===== config.mk =====
export PLATFORM = sky130hd
export DESIGN_NAME = des_key_schedule
export DESIGN_NICKNAME = d
export VERILOG_FILES = /design/src/sv/dks_pkg.sv /design/src/sv/dks_fifo.sv /design/src/sv/dks_front.sv /design/src/sv/dks_back.sv /design/src/sv/des_key_schedule.sv
export SDC_FILE = /design/constraint.sdc
export NUM_CORES = 1
export LEC_CHECK = 0
export BUFFER_PORTS_ARGS = -buffer_cell sky130_fd_sc_hd__buf_2
export CORE_ASPECT_RATIO = 1.75
export CORE_UTILIZATION = 30
export DETAILED_ROUTE_END_ITERATION = 6
export GPL_TIMING_DRIVEN = 0
export SYNTH_ARGS = -nofsm -noshare
export SYNTH_HDL_FRONTEND = slang
export SYNTH_SLANG_ARGS = --single-unit

===== constraint.sdc =====
create_clock -name clk_i -period 4.6 [get_ports clk_i]
set_input_delay 0.46 -clock clk_i [delete_from_list [all_inputs] [get_ports clk_i]]
set_output_delay 0.46 -clock clk_i [all_outputs]
set_load 0.1 [all_outputs]

===== src/sv/dks_pkg.sv =====
package dks_pkg;

  localparam int HALF_W    = 28;
  localparam int KEY_W     = 64;
  localparam int PERM_W    = 56;
  localparam int SUB_W     = 48;
  localparam int LEN_W     = 4;
  localparam int ROUND_W   = 4;
  localparam int RNUM_W    = 5;
  localparam int NUM_ROUNDS = 16;
  localparam int KEY_BYTES  = 8;

  localparam int DEF_QUEUE_DEPTH = 2;
  localparam int DEF_OUT_DEPTH   = 2;

  localparam logic [ROUND_W-1:0] FIRST_ROUND = '0;
  localparam logic [ROUND_W-1:0] LAST_ROUND  = ROUND_W'(NUM_ROUNDS - 1);

  localparam logic [6:0] PC1_TAB [PERM_W] = '{
    7'd57, 7'd49, 7'd41, 7'd33, 7'd25, 7'd17, 7'd9,  7'd1,
    7'd58, 7'd50, 7'd42, 7'd34, 7'd26, 7'd18, 7'd10, 7'd2,
    7'd59, 7'd51, 7'd43, 7'd35, 7'd27, 7'd19, 7'd11, 7'd3,
    7'd60, 7'd52, 7'd44, 7'd36, 7'd63, 7'd55, 7'd47, 7'd39,
    7'd31, 7'd23, 7'd15, 7'd7,  7'd62, 7'd54, 7'd46, 7'd38,
    7'd30, 7'd22, 7'd14, 7'd6,  7'd61, 7'd53, 7'd45, 7'd37,
    7'd29, 7'd21, 7'd13, 7'd5,  7'd28, 7'd20, 7'd12, 7'd4
  };

  localparam logic [5:0] PC2_TAB [SUB_W] = '{
    6'd14, 6'd17, 6'd11, 6'd24, 6'd1,  6'd5,  6'd3,  6'd28,
    6'd15, 6'd6,  6'd21, 6'd10, 6'd23, 6'd19, 6'd12, 6'd4,
    6'd26, 6'd8,  6'd16, 6'd7,  6'd27, 6'd20, 6'd13, 6'd2,
    6'd41, 6'd52, 6'd31, 6'd37, 6'd47, 6'd55, 6'd30, 6'd40,
    6'd51, 6'd45, 6'd33, 6'd48, 6'd44, 6'd49, 6'd39, 6'd56,
    6'd34, 6'd53, 6'd46, 6'd42, 6'd50, 6'd36, 6'd29, 6'd32
  };

  localparam logic [1:0] ROT_TAB [NUM_ROUNDS] = '{
    2'd1, 2'd1, 2'd2, 2'd2, 2'd2, 2'd2, 2'd2, 2'd2,
    2'd1, 2'd2, 2'd2, 2'd2, 2'd2, 2'd2, 2'd2, 2'd1
  };

  typedef struct packed {
    logic [HALF_W-1:0] c;
    logic [HALF_W-1:0] d;
    logic              rev;
  } half_word_t;

  typedef struct packed {
    logic [SUB_W-1:0]  subkey;
    logic [RNUM_W-1:0] round_number;
    logic              last;
  } sub_word_t;

  function automatic logic [KEY_W-1:0] pad_key(input logic [KEY_W-1:0] key,
                                               input logic [LEN_W-1:0] len_in);
    logic [LEN_W-1:0] len;
    logic [7:0]       padv;
    logic [KEY_W-1:0] res;
    len  = (len_in > LEN_W'(KEY_BYTES)) ? LEN_W'(KEY_BYTES) : len_in;
    padv = 8'(LEN_W'(KEY_BYTES) - len);
    res  = key;
    for (int k = 0; k < KEY_BYTES; k++) begin
      if (k >= int'(len)) begin
        res[KEY_W-1-8*k -: 8] = padv;
      end
    end
    return res;
  endfunction

  function automatic logic [PERM_W-1:0] pc1(input logic [KEY_W-1:0] key);
    logic [PERM_W-1:0] r;
    r = '0;
    for (int i = 0; i < PERM_W; i++) begin
      r[PERM_W-1-i] = key[KEY_W - int'(PC1_TAB[i])];
    end
    return r;
  endfunction

  function automatic logic [SUB_W-1:0] pc2(input logic [HALF_W-1:0] c,
                                           input logic [HALF_W-1:0] d);
    logic [PERM_W-1:0] cd;
    logic [SUB_W-1:0]  r;
    cd = {c, d};
    r  = '0;
    for (int j = 0; j < SUB_W; j++) begin
      r[SUB_W-1-j] = cd[PERM_W - int'(PC2_TAB[j])];
    end
    return r;
  endfunction

  function automatic logic [HALF_W-1:0] rotl(input logic [HALF_W-1:0] v,
                                             input logic [1:0] n);
    return (n == 2'd2) ? {v[HALF_W-3:0], v[HALF_W-1:HALF_W-2]}
                       : {v[HALF_W-2:0], v[HALF_W-1]};
  endfunction

  function automatic logic [HALF_W-1:0] rotr(input logic [HALF_W-1:0] v,
                                             input logic [1:0] n);
    return (n == 2'd2) ? {v[1:0], v[HALF_W-1:2]}
                       : {v[0], v[HALF_W-1:1]};
  endfunction

endpackage


===== src/sv/dks_fifo.sv =====
module dks_fifo
  import dks_pkg::*;
#(
  parameter int Width = 1,
  parameter int Depth = 2
) (
  input  logic             clk_i,
  input  logic             rst_ni,
  input  logic             push_i,
  input  logic [Width-1:0] wdata_i,
  output logic             full_o,
  input  logic             pop_i,
  output logic [Width-1:0] rdata_o,
  output logic             empty_o
);

  localparam int PtrW = (Depth > 1) ? $clog2(Depth) : 1;
  localparam int CntW = $clog2(Depth + 1);
  localparam logic [PtrW-1:0] LastPtr = PtrW'(Depth - 1);
  localparam logic [CntW-1:0] FullCnt = CntW'(Depth);

  logic [Width-1:0] mem_q [Depth];
  logic [PtrW-1:0]  wr_ptr_q, wr_ptr_d;
  logic [PtrW-1:0]  rd_ptr_q, rd_ptr_d;
  logic [CntW-1:0]  cnt_q, cnt_d;
  logic             do_push, do_pop;

  assign full_o  = (cnt_q == FullCnt);
  assign empty_o = (cnt_q == '0);
  assign do_push = push_i && !full_o;
  assign do_pop  = pop_i && !empty_o;
  assign rdata_o = mem_q[rd_ptr_q];

  always_comb begin
    wr_ptr_d = wr_ptr_q;
    rd_ptr_d = rd_ptr_q;
    cnt_d    = cnt_q;
    if (do_push) begin
      wr_ptr_d = (wr_ptr_q == LastPtr) ? '0 : wr_ptr_q + 1'b1;
    end
    if (do_pop) begin
      rd_ptr_d = (rd_ptr_q == LastPtr) ? '0 : rd_ptr_q + 1'b1;
    end
    if (do_push && !do_pop) begin
      cnt_d = cnt_q + 1'b1;
    end else if (do_pop && !do_push) begin
      cnt_d = cnt_q - 1'b1;
    end
  end

  always_ff @(posedge clk_i or negedge rst_ni) begin
    if (!rst_ni) begin
      wr_ptr_q <= '0;
      rd_ptr_q <= '0;
      cnt_q    <= '0;
    end else begin
      wr_ptr_q <= wr_ptr_d;
      rd_ptr_q <= rd_ptr_d;
      cnt_q    <= cnt_d;
    end
  end

  always_ff @(posedge clk_i) begin
    if (do_push) begin
      mem_q[wr_ptr_q] <= wdata_i;
    end
  end

endmodule


===== src/sv/dks_front.sv =====
module dks_front
  import dks_pkg::*;
(
  input  logic [KEY_W-1:0] key_bytes_i,
  input  logic [LEN_W-1:0] key_length_i,
  input  logic             reverse_order_i,
  output half_word_t       word_o
);

  logic [KEY_W-1:0]  padded;
  logic [PERM_W-1:0] perm;

  assign padded = pad_key(key_bytes_i, key_length_i);
  assign perm   = pc1(padded);

  assign word_o.c   = perm[PERM_W-1:HALF_W];
  assign word_o.d   = perm[HALF_W-1:0];
  assign word_o.rev = reverse_order_i;

endmodule


===== src/sv/dks_back.sv =====
module dks_back
  import dks_pkg::*;
(
  input  logic       clk_i,
  input  logic       rst_ni,
  input  logic       in_valid_i,
  input  half_word_t in_word_i,
  output logic       in_pop_o,
  input  logic       out_full_i,
  output logic       out_push_o,
  output sub_word_t  out_word_o
);

  logic                busy_q, busy_d;
  logic                rev_q, rev_d;
  logic [ROUND_W-1:0]  round_q, round_d;
  logic [HALF_W-1:0]   c_q, c_d;
  logic [HALF_W-1:0]   d_q, d_d;
  logic                step, is_last, load;
  logic [ROUND_W-1:0]  round_up, round_dn;

  assign step     = busy_q && !out_full_i;
  assign is_last  = rev_q ? (round_q == FIRST_ROUND) : (round_q == LAST_ROUND);
  assign load     = in_valid_i && (!busy_q || (step && is_last));
  assign round_up = round_q + 1'b1;
  assign round_dn = round_q - 1'b1;

  assign in_pop_o                = load;
  assign out_push_o              = step;
  assign out_word_o.subkey       = pc2(c_q, d_q);
  assign out_word_o.round_number = RNUM_W'(round_q) + 1'b1;
  assign out_word_o.last         = is_last;

  always_comb begin
    busy_d  = busy_q;
    rev_d   = rev_q;
    round_d = round_q;
    c_d     = c_q;
    d_d     = d_q;
    if (load) begin
      busy_d = 1'b1;
      rev_d  = in_word_i.rev;
      if (in_word_i.rev) begin
        round_d = LAST_ROUND;
        c_d     = in_word_i.c;
        d_d     = in_word_i.d;
      end else begin
        round_d = FIRST_ROUND;
        c_d     = rotl(in_word_i.c, ROT_TAB[FIRST_ROUND]);
        d_d     = rotl(in_word_i.d, ROT_TAB[FIRST_ROUND]);
      end
    end else if (step) begin
      if (is_last) begin
        busy_d = 1'b0;
      end else if (rev_q) begin
        round_d = round_dn;
        c_d     = rotr(c_q, ROT_TAB[round_q]);
        d_d     = rotr(d_q, ROT_TAB[round_q]);
      end else begin
        round_d = round_up;
        c_d     = rotl(c_q, ROT_TAB[round_up]);
        d_d     = rotl(d_q, ROT_TAB[round_up]);
      end
    end
  end

  always_ff @(posedge clk_i or negedge rst_ni) begin
    if (!rst_ni) begin
      busy_q  <= 1'b0;
      rev_q   <= 1'b0;
      round_q <= '0;
    end else begin
      busy_q  <= busy_d;
      rev_q   <= rev_d;
      round_q <= round_d;
    end
  end

  always_ff @(posedge clk_i) begin
    c_q <= c_d;
    d_q <= d_d;
  end

endmodule


===== src/sv/des_key_schedule.sv =====
// DES key schedule.
// Input channel: drive key_bytes_i, key_length_i and reverse_order_i with push
// high; the word is taken at a clock edge where push is high and full is low.
// Output channel: while empty is low, subkey_o, round_number_o and last_o show
// the oldest subkey; it is taken at an edge where pop is high and empty is low.
// Each key yields sixteen subkeys, rounds 1..16, or 16..1 when reverse_order_i
// is set; last_o marks the sixteenth.
// A taken key goes into the key queue, then into the sequencer registers if the
// block is idle; its first subkey then goes into the output queue. Throughput:
// one subkey per cycle while the output queue is not full, from the single round
// sequencer stepping one round a cycle. Pad and PC-1 work in the front; a key
// queue (QueueDepth words) lets the next key be taken while the sequencer runs.
// When the receiver holds pop low, the output queue (OutDepth words) fills,
// the sequencer holds, and then the key queue fills and full rises.
// Reset empties both queues and idles the sequencer; no pass over storage.
module des_key_schedule
  import dks_pkg::*;
#(
  parameter int QueueDepth = DEF_QUEUE_DEPTH,
  parameter int OutDepth   = DEF_OUT_DEPTH
) (
  input  logic              clk_i,
  input  logic              rst_ni,
  input  logic              push,
  output logic              full,
  input  logic [KEY_W-1:0]  key_bytes_i,
  input  logic [LEN_W-1:0]  key_length_i,
  input  logic              reverse_order_i,
  output logic              empty,
  input  logic              pop,
  output logic [SUB_W-1:0]  subkey_o,
  output logic [RNUM_W-1:0] round_number_o,
  output logic              last_o
);

  half_word_t front_word, queue_word;
  sub_word_t  back_word, out_word;
  logic       queue_empty, queue_pop;
  logic       out_full, out_push;

  dks_front u_front (
    .key_bytes_i     (key_bytes_i),
    .key_length_i    (key_length_i),
    .reverse_order_i (reverse_order_i),
    .word_o          (front_word)
  );

  dks_fifo #(
    .Width ($bits(half_word_t)),
    .Depth (QueueDepth)
  ) u_key_queue (
    .clk_i   (clk_i),
    .rst_ni  (rst_ni),
    .push_i  (push),
    .wdata_i (front_word),
    .full_o  (full),
    .pop_i   (queue_pop),
    .rdata_o (queue_word),
    .empty_o (queue_empty)
  );

  dks_back u_back (
    .clk_i      (clk_i),
    .rst_ni     (rst_ni),
    .in_valid_i (!queue_empty),
    .in_word_i  (queue_word),
    .in_pop_o   (queue_pop),
    .out_full_i (out_full),
    .out_push_o (out_push),
    .out_word_o (back_word)
  );

  dks_fifo #(
    .Width ($bits(sub_word_t)),
    .Depth (OutDepth)
  ) u_out_queue (
    .clk_i   (clk_i),
    .rst_ni  (rst_ni),
    .push_i  (out_push),
    .wdata_i (back_word),
    .full_o  (out_full),
    .pop_i   (pop),
    .rdata_o (out_word),
    .empty_o (empty)
  );

  assign subkey_o       = out_word.subkey;
  assign round_number_o = out_word.round_number;
  assign last_o         = out_word.last;

endmodule

Word level (Yosys, flattened, before mapping)
Memory sizes are Yosys's and may differ from the RTL's.
Cells that the tools add are included.
{"block": "totals", "ff_bits": 70, "mem_bits_rw": 222, "mem_bits_ro": 64, "input_bits": 73, "out_inout_bits": 56, "elab_cells": 124, "memories": 4}
{"memory": "u_key_queue.mem_q", "depth": 2, "word_bits": 57, "rd": 1, "rd_ports_with_merged_regs": 0, "write_ports": 1, "line_no": "dks_fifo.sv:22", "text": "logic [Width-1:0] mem_q [Depth];"}
{"memory": "u_out_queue.mem_q", "depth": 2, "word_bits": 54, "rd": 1, "rd_ports_with_merged_regs": 0, "write_ports": 1, "line_no": "dks_fifo.sv:22"}
{"memory": "(name not given)", "depth": 16, "word_bits": 2, "rd": 1, "rd_ports_with_merged_regs": 0, "write_ports": 0, "line_no": "dks_back.sv:57", "text": "c_d = rotr(c_q, ROT_TAB[round_q]);"}
{"memory": "(name not given)", "depth": 16, "word_bits": 2, "rd": 1, "rd_ports_with_merged_regs": 0, "write_ports": 0, "line_no": "dks_back.sv:61", "text": "c_d = rotl(c_q, ROT_TAB[round_up]);"}
{"block": "op_classes", "add_sub_neg": 12, "magnitude_cmp": 11, "n_eq_ne": 6, "muxes": 48, "n_bitwise": 2, "n_reduce_logical": 30}
{"op": "$mux W28", "n": 14}
{"op": "$mux W8", "n": 8}
{"op": "$mux W4", "n": 6}
{"op": "$ge A3 B4 Y1 const A", "n": 4}
{"op": "$mux W2", "n": 8}
{"op": "$mux W1", "n": 12}
{"op": "$logic_and A1 B1 Y1", "n": 11}
{"op": "$ge A5 B5 Y1 const B", "n": 2}
{"op": "$not A4 Y5", "n": 2}
{"op": "$logic_not A1 Y1", "n": 9}
{"op": "$eq A2 B2 Y1 const B", "n": 4}
{"op": "$ge A1 B4 Y1 const A", "n": 2}
{"op": "$ge A2 B4 Y1 const A", "n": 2}
{"op": "$reduce_bool A2 Y1", "n": 4}
{"op": "$add A4 B1 Y5 const B", "n": 1}
{"op": "$sub A4 B4 Y5 const A", "n": 1}
{"op": "$add A1 B1 Y1 const B", "n": 4}
{"op": "$add A2 B1 Y2 const B", "n": 2}
{"op": "$add A4 B1 Y4 const B", "n": 1}
{"op": "$eq A4 B4 Y1 const B", "n": 1}
{"op": "$gt A4 B4 Y1 const B", "n": 1}
{"op": "$logic_not A2 Y1", "n": 2}
{"op": "$logic_not A4 Y1", "n": 1}
{"op": "$reduce_and A2 Y1", "n": 2}
{"op": "4 further kinds", "n": 5}

Logic depth before layout (Yosys ltp)
{"block": "depth", "word_depth": 11, "depth_mapped": 11}

Cells and area by module
A second synthesis with hierarchy kept.
{"block": "hier_totals", "cells_unflattened": 1087, "area_unflattened_um2": 15275.9}
{"module": "dks_back", "n_inst": 1, "cells_per_inst": 599, "area_per_inst_um2": 5853.1}
{"module": "dks_fifo (u_key_queue)", "n_inst": 1, "cells_per_inst": 196, "area_per_inst_um2": 4385.5}
{"module": "dks_fifo (u_out_queue)", "n_inst": 1, "cells_per_inst": 187, "area_per_inst_um2": 4342.9}
{"module": "dks_front", "n_inst": 1, "cells_per_inst": 104, "area_per_inst_um2": 690.7}
{"module": "des_key_schedule", "n_inst": 1, "cells_per_inst": 1, "area_per_inst_um2": 3.8}

Least setup slack after synthesis
OpenSTA, ideal clock, no wires.
{"block": "synth_timing", "path_kind": "register to register", "start": "register u_back.round_q[1]", "end": "register u_back.c_q[0] (enable)", "arrival_ns": 4.051, "required_ns": 4.112, "path_slack_ns": 0.061, "stages_incl_launch_ff": 7, "period_less_slack_ns": 4.539, "cell_sequence": "dfrtp_1 ha_1 buf_2 and4b_1 nor2_1 a21boi_0 a21oi_1"}
{"block": "synth_between", "elab_chain_len": 7, "word_cells_on_any_way": 9, "cone_classes": "2 x eq/ne; 1 x mux; 6 x reduce/logical"}
{"item": "start, declared", "line_no": "dks_back.sv:16", "text": "logic [ROUND_W-1:0] round_q, round_d;"}
{"item": "start signal, assigned", "line_no": "dks_back.sv:75", "text": "round_q <= round_d;"}
{"item": "$eq A4 B4 Y1 / $logic_not A4 Y1 (equally long branches)", "line_no": "dks_back.sv:23", "text": "assign is_last = rev_q ? (round_q == FIRST_ROUND) : (round_q == LAST_ROUND);"}
{"item": "$mux W1 (*)", "line_no": "dks_back.sv:23"}
{"item": "$logic_and A1 B1 Y1", "line_no": "dks_back.sv:24", "text": "assign load = in_valid_i && (!busy_q || (step && is_last));"}
{"item": "$logic_or A1 B1 Y1", "line_no": "dks_back.sv:24"}
{"item": "$logic_and A1 B1 Y1", "line_no": "dks_back.sv:24"}
{"item": "$ne A2 B2 Y1 (no line) / $reduce_bool A2 Y1 (equally long branches)"}
{"item": "$reduce_and A2 Y1 (no line) (*)"}
{"item": "end signal, assigned", "line_no": "dks_back.sv:80", "text": "c_q <= c_d;"}
{"item": "end, declared", "line_no": "dks_back.sv:17", "text": "logic [HALF_W-1:0] c_q, c_d;"}
Mark *: on every way between the ends. The rest lies on a longest branch, timed or not.
A chain may end at the register's enable or synchronous reset.

Final worst setup path
{"block": "layout_timing", "start": "register u_out_queue.rd_ptr_q", "end": "output port subkey_o[22]"}
{"block": "layout_between", "elab_chain_len": 1}
{"item": "start, declared", "line_no": "dks_fifo.sv:24", "text": "logic [PtrW-1:0] rd_ptr_q, rd_ptr_d;"}
{"item": "start signal, assigned", "line_no": "dks_fifo.sv:58", "text": "rd_ptr_q <= rd_ptr_d;"}
{"item": "$mem_v2 Z2 W54"}
{"item": "end, declared", "line_no": "des_key_schedule.sv:31", "text": "output logic [SUB_W-1:0] subkey_o,"}
Every way passes these cells.

==> impl_metrics.prom <==
# TYPE chip_impl_metric gauge
chip_impl_metric{name="postSynthAreaPerCell",unit="um2"} 12.6
chip_impl_metric{name="fmax",unit="MHz"} 310
chip_impl_info{name="commonest_non_fill_non_tap_cell_in_the_layout",value="edfxtp_1"} 1
chip_impl_metric{name="synthToLayoutAreaGrowth",unit="%"} 16.5
chip_impl_metric{name="synth-edff-count",unit=""} 278
chip_impl_metric{name="final_period_minus_worst_setup_slack",unit="ps"} 3220
chip_impl_metric{name="ys_seq_area_share",unit="%"} 58.3
chip_impl_metric{name="post_drt_via_cell_ratio",unit=""} 4.85
chip_impl_metric{name="fin_hold_ws",unit="ps"} 104
chip_impl_metric{name="global_route.overflow_total",unit=""} 0
chip_impl_metric{name="worst_slew_margin_rel",unit="%"} 21.8
chip_impl_metric{name="drtIter0Drc",unit=""} 370
chip_impl_metric{name="hold_viol",unit=""} 0
chip_impl_metric{name="grt_pass1_wl",unit="um"} 59400
chip_impl_metric{name="route.detailed.drc",unit=""} 0
chip_impl_metric{name="number_of_antenna_violations_at_the_first_check_in_global_routing",unit=""} 2
chip_impl_metric{name="drt-wirelength-per-cell",unit="um"} 18.9
chip_impl_metric{name="fin_worst_skew",unit="ps"} 16.2
chip_impl_info{name="min_delay_worst_endpoint",value="u_key_queue.mem_q[0][0]"} 1
chip_impl_metric{name="final-max-slew-violation-count",unit=""} 0
chip_impl_metric{name="worst_setup_hold_path_clk_slew",unit="ps"} 70
chip_impl_info{name="worst_setup_sp_type",value="flop"} 1
chip_impl_metric{name="routed_wire_length",unit="um"} 38000
chip_impl_metric{name="async_flop_share",unit="%"} 4.79
chip_impl_metric{name="clkLatencyLatePin",unit="ps"} 560
chip_impl_metric{name="num-nets-final",unit=""} 1421
chip_impl_metric{name="worst_ep_arrival_time",unit="ps"} 2760
chip_impl_metric{name="r2r_slack",unit="ps"} 1760
chip_impl_metric{name="floorplan.die.width",unit="um"} 171
chip_impl_info{name="clock_tree.root_cell",value="clkbuf_16"} 1
chip_impl_info{name="worst_setup_path_end_kind",value="primary output"} 1
chip_impl_info{name="yosys_most_used_dff",value="edfxtp_1"} 1
chip_impl_metric{name="maxCapViolCount",unit=""} 0
chip_impl_metric{name="ctsHtreeMaxLevel",unit=""} 1
chip_impl_metric{name="post_cts.repair.setup_buffers",unit=""} 0
chip_impl_metric{name="finalSetupViolCount",unit=""} 0
chip_impl_metric{name="place_hpwl",unit="um"} 29900
chip_impl_metric{name="ioPinCount",unit=""} 129
chip_impl_metric{name="req_time_crit_path",unit="ps"} 4140
chip_impl_metric{name="routabilityCongestion",unit=""} 0.831
chip_impl_metric{name="final.period_utilization",unit="%"} 70.1
chip_impl_info{name="worstSetupPathType",value="reg -> out"} 1
chip_impl_metric{name="ctsLongestPathBuffers",unit=""} 3
chip_impl_metric{name="start_util",unit="%"} 30.5
chip_impl_metric{name="ys_types",unit=""} 48
chip_impl_metric{name="vias",unit=""} 9739
chip_impl_metric{name="floorplan.core_area",unit="mm2"} 0.0489
chip_impl_info{name="worst_hold_startpoint",value="reverse_order_i"} 1
chip_impl_metric{name="clock_buffer_count_from_cts",unit=""} 26
chip_impl_info{name="final_cell_mix",value="278 x edfxtp_1, 150 x buf_2, 128 x nand2_1"} 1
chip_impl_info{name="startpoint_of_the_lowest_slack_register_to_register_path",value="u_back.round_q[1]"} 1
chip_impl_metric{name="mappedNetlistArea",unit="mm2"} 0.0149
chip_impl_metric{name="drive_above_1_share",unit="%"} 23.7
chip_impl_info{name="status",value="finished, final reports clean"} 1
chip_impl_metric{name="synth_nets",unit=""} 1266
chip_impl_metric{name="hold-path-cell-count",unit=""} 1
chip_impl_metric{name="detail-route-antenna-nets",unit=""} 0
chip_impl_metric{name="synthesized_instance_count",unit=""} 1181
chip_impl_metric{name="row_cnt",unit=""} 107
chip_impl_metric{name="ff2ff_path_depth",unit=""} 9
chip_impl_metric{name="synth.yosys.warnings",unit=""} 0
chip_impl_info{name="regToRegEndpoint",value="u_back.d_q[11]"} 1
chip_impl_metric{name="max_slew.worst_pin.slew",unit="ps"} 1170
chip_impl_metric{name="n_antenna_cell",unit=""} 0
chip_impl_metric{name="io_buffers",unit=""} 120
chip_impl_metric{name="critPathMaxFanout",unit=""} 10
chip_impl_metric{name="drt_first_pass_iters",unit=""} 5
chip_impl_info{name="rsz0062_at_grt",value="false"} 1
chip_impl_metric{name="dieHeight",unit="um"} 297
chip_impl_metric{name="ys_ff_latch",unit=""} 292
chip_impl_metric{name="dieArea",unit="mm2"} 0.0506
chip_impl_info{name="holdCritPathClass",value="in -> reg"} 1
chip_impl_metric{name="maximum_number_of_pins_on_one_net_before_global_route_repair",unit=""} 32
chip_impl_metric{name="postCtsResizedCells",unit=""} 0
chip_impl_metric{name="global_route.usage.total",unit="%"} 15.2
chip_impl_metric{name="cts.sink_count",unit=""} 292
chip_impl_info{name="tritoncts",value="yes"} 1
chip_impl_metric{name="number_of_global_route_vias_before_repair",unit=""} 10600
[worst max-delay path, stage by stage (launching register included)]
cell and delay [ps]:
dfrtp_1 330, clkbuf_1 390, clkbuf_1 720, mux2_2 330, buf_2 430
[state kept, by name (all words and copies together), names as in the netlist]
| name | flops |
|---|---|
| u_key_queue.mem_q | 114 |
| u_key_queue.rd_ptr_q | 1 |
| u_back.busy_q | 1 |
| u_out_queue.wr_ptr_q | 1 |
| u_key_queue.cnt_q | 2 |
| u_back.d_q | 28 |
| u_back.c_q | 28 |
| u_back.round_q | 4 |
| u_key_queue.wr_ptr_q | 1 |
| u_out_queue.mem_q | 108 |
| u_out_queue.cnt_q | 2 |
| u_out_queue.rd_ptr_q | 1 |
| u_back.rev_q | 1 |
[layout make-up]
cell class                 count  area (um2)
sequential                   292        8700
clock inverter                20         185
buffer                        90         443
fill                        4836       31500
multi-input combinational    782        5730
clock buffer                  28         679
inverter                      17        63.8
tap                          654         818
timing repair buffer         127         746
[metrics by stage]
step                setup WS, ps  cell area, um2  utilization [%]  std cells  setup TNS (ps)
global placement           -1800           16300             33.4       1955         -129010
detailed placement          1420           16500             33.8       1961               0
global route                1180           17400             35.5       2010               0
CTS                         1210           17400             35.5       2010               0
finish                      1380           17400             35.5       2010               0
floorplan                   60.5           14900                -       1181               0
[layer usage]
layer | global-route usage, % | vias up | part of all wire [%]
met1 | 15.4 | 4725 | 36
met2 | 30.4 | 198 | 57
li1 | - | 4737 | -
met5 | 0 | - | 0.058
met4 | 6.26 | 4 | 3.6
met3 | 1.85 | 75 | 3.5
[logic make-up after synthesis]
kind of cell | share of synthesized area, %
AOI/OAI and AO/OA | 11.8
xor gates and xnor gates | 0.822
adders and majority gates | 1.01
buffers and inverters | 3.40
DFF | 58.3
muxes | 12.4
and+or+nand+nor | 12.2
[synth_stat cells, drive strengths merged (2+ instances only)]
cell type / n / share of area [%]
a21o: 6 / 0.30
edfxtp: 278 / 56
o21ai: 17 / 0.60
and3: 58 / 2.4
nand2b: 7 / 0.29
o211ai: 2 / 0.10
nor4b: 4 / 0.28
and2: 24 / 1.0
ha: 12 / 1.0
nor2b: 64 / 2.7
buf: 42 / 1.8
xor2: 5 / 0.29
a221oi: 56 / 5.0
nand2: 128 / 3.2
dfrtp: 14 / 2.3
mux2: 63 / 4.8
clkbuf: 48 / 1.2
nor3: 3 / 0.10
a32o: 4 / 0.27
xnor2: 9 / 0.53
or3: 2 / 0.084
mux2i: 114 / 7.7
inv: 17 / 0.43
a211oi: 57 / 2.9
o31ai: 2 / 0.10
nor2: 69 / 1.7
a21oi: 62 / 2.2
nand3: 3 / 0.10
[how the worst max path moves through the flow]
stage | from | to | slack [ps] | cells past startpoint
5_1_grt | u_out_queue.rd_ptr_q | subkey_o[15] | 1180 | 4
3_3_place_gp | u_back.round_q[1] | u_back.c_q[16] | -1800 | 6
4_1_cts | u_out_queue.rd_ptr_q | subkey_o[26] | 1210 | 4
3_5_place_dp | key_length_i[3] | u_key_queue.mem_q[0][27] | 1420 | 8
6_report | u_out_queue.rd_ptr_q | subkey_o[22] | 1380 | 4
2_1_floorplan | u_back.round_q[1] | u_back.c_q[0] | 60 | 6
[timing repair]
action                     CTS  global route
hold buffers                 1             0
setup endpoints to repair    0             0
hold endpoints to repair    14             0
Power is left out: the tool's default activity adds up to more than one toggle a clock period on the data nets, which glitch-free logic cannot reach.
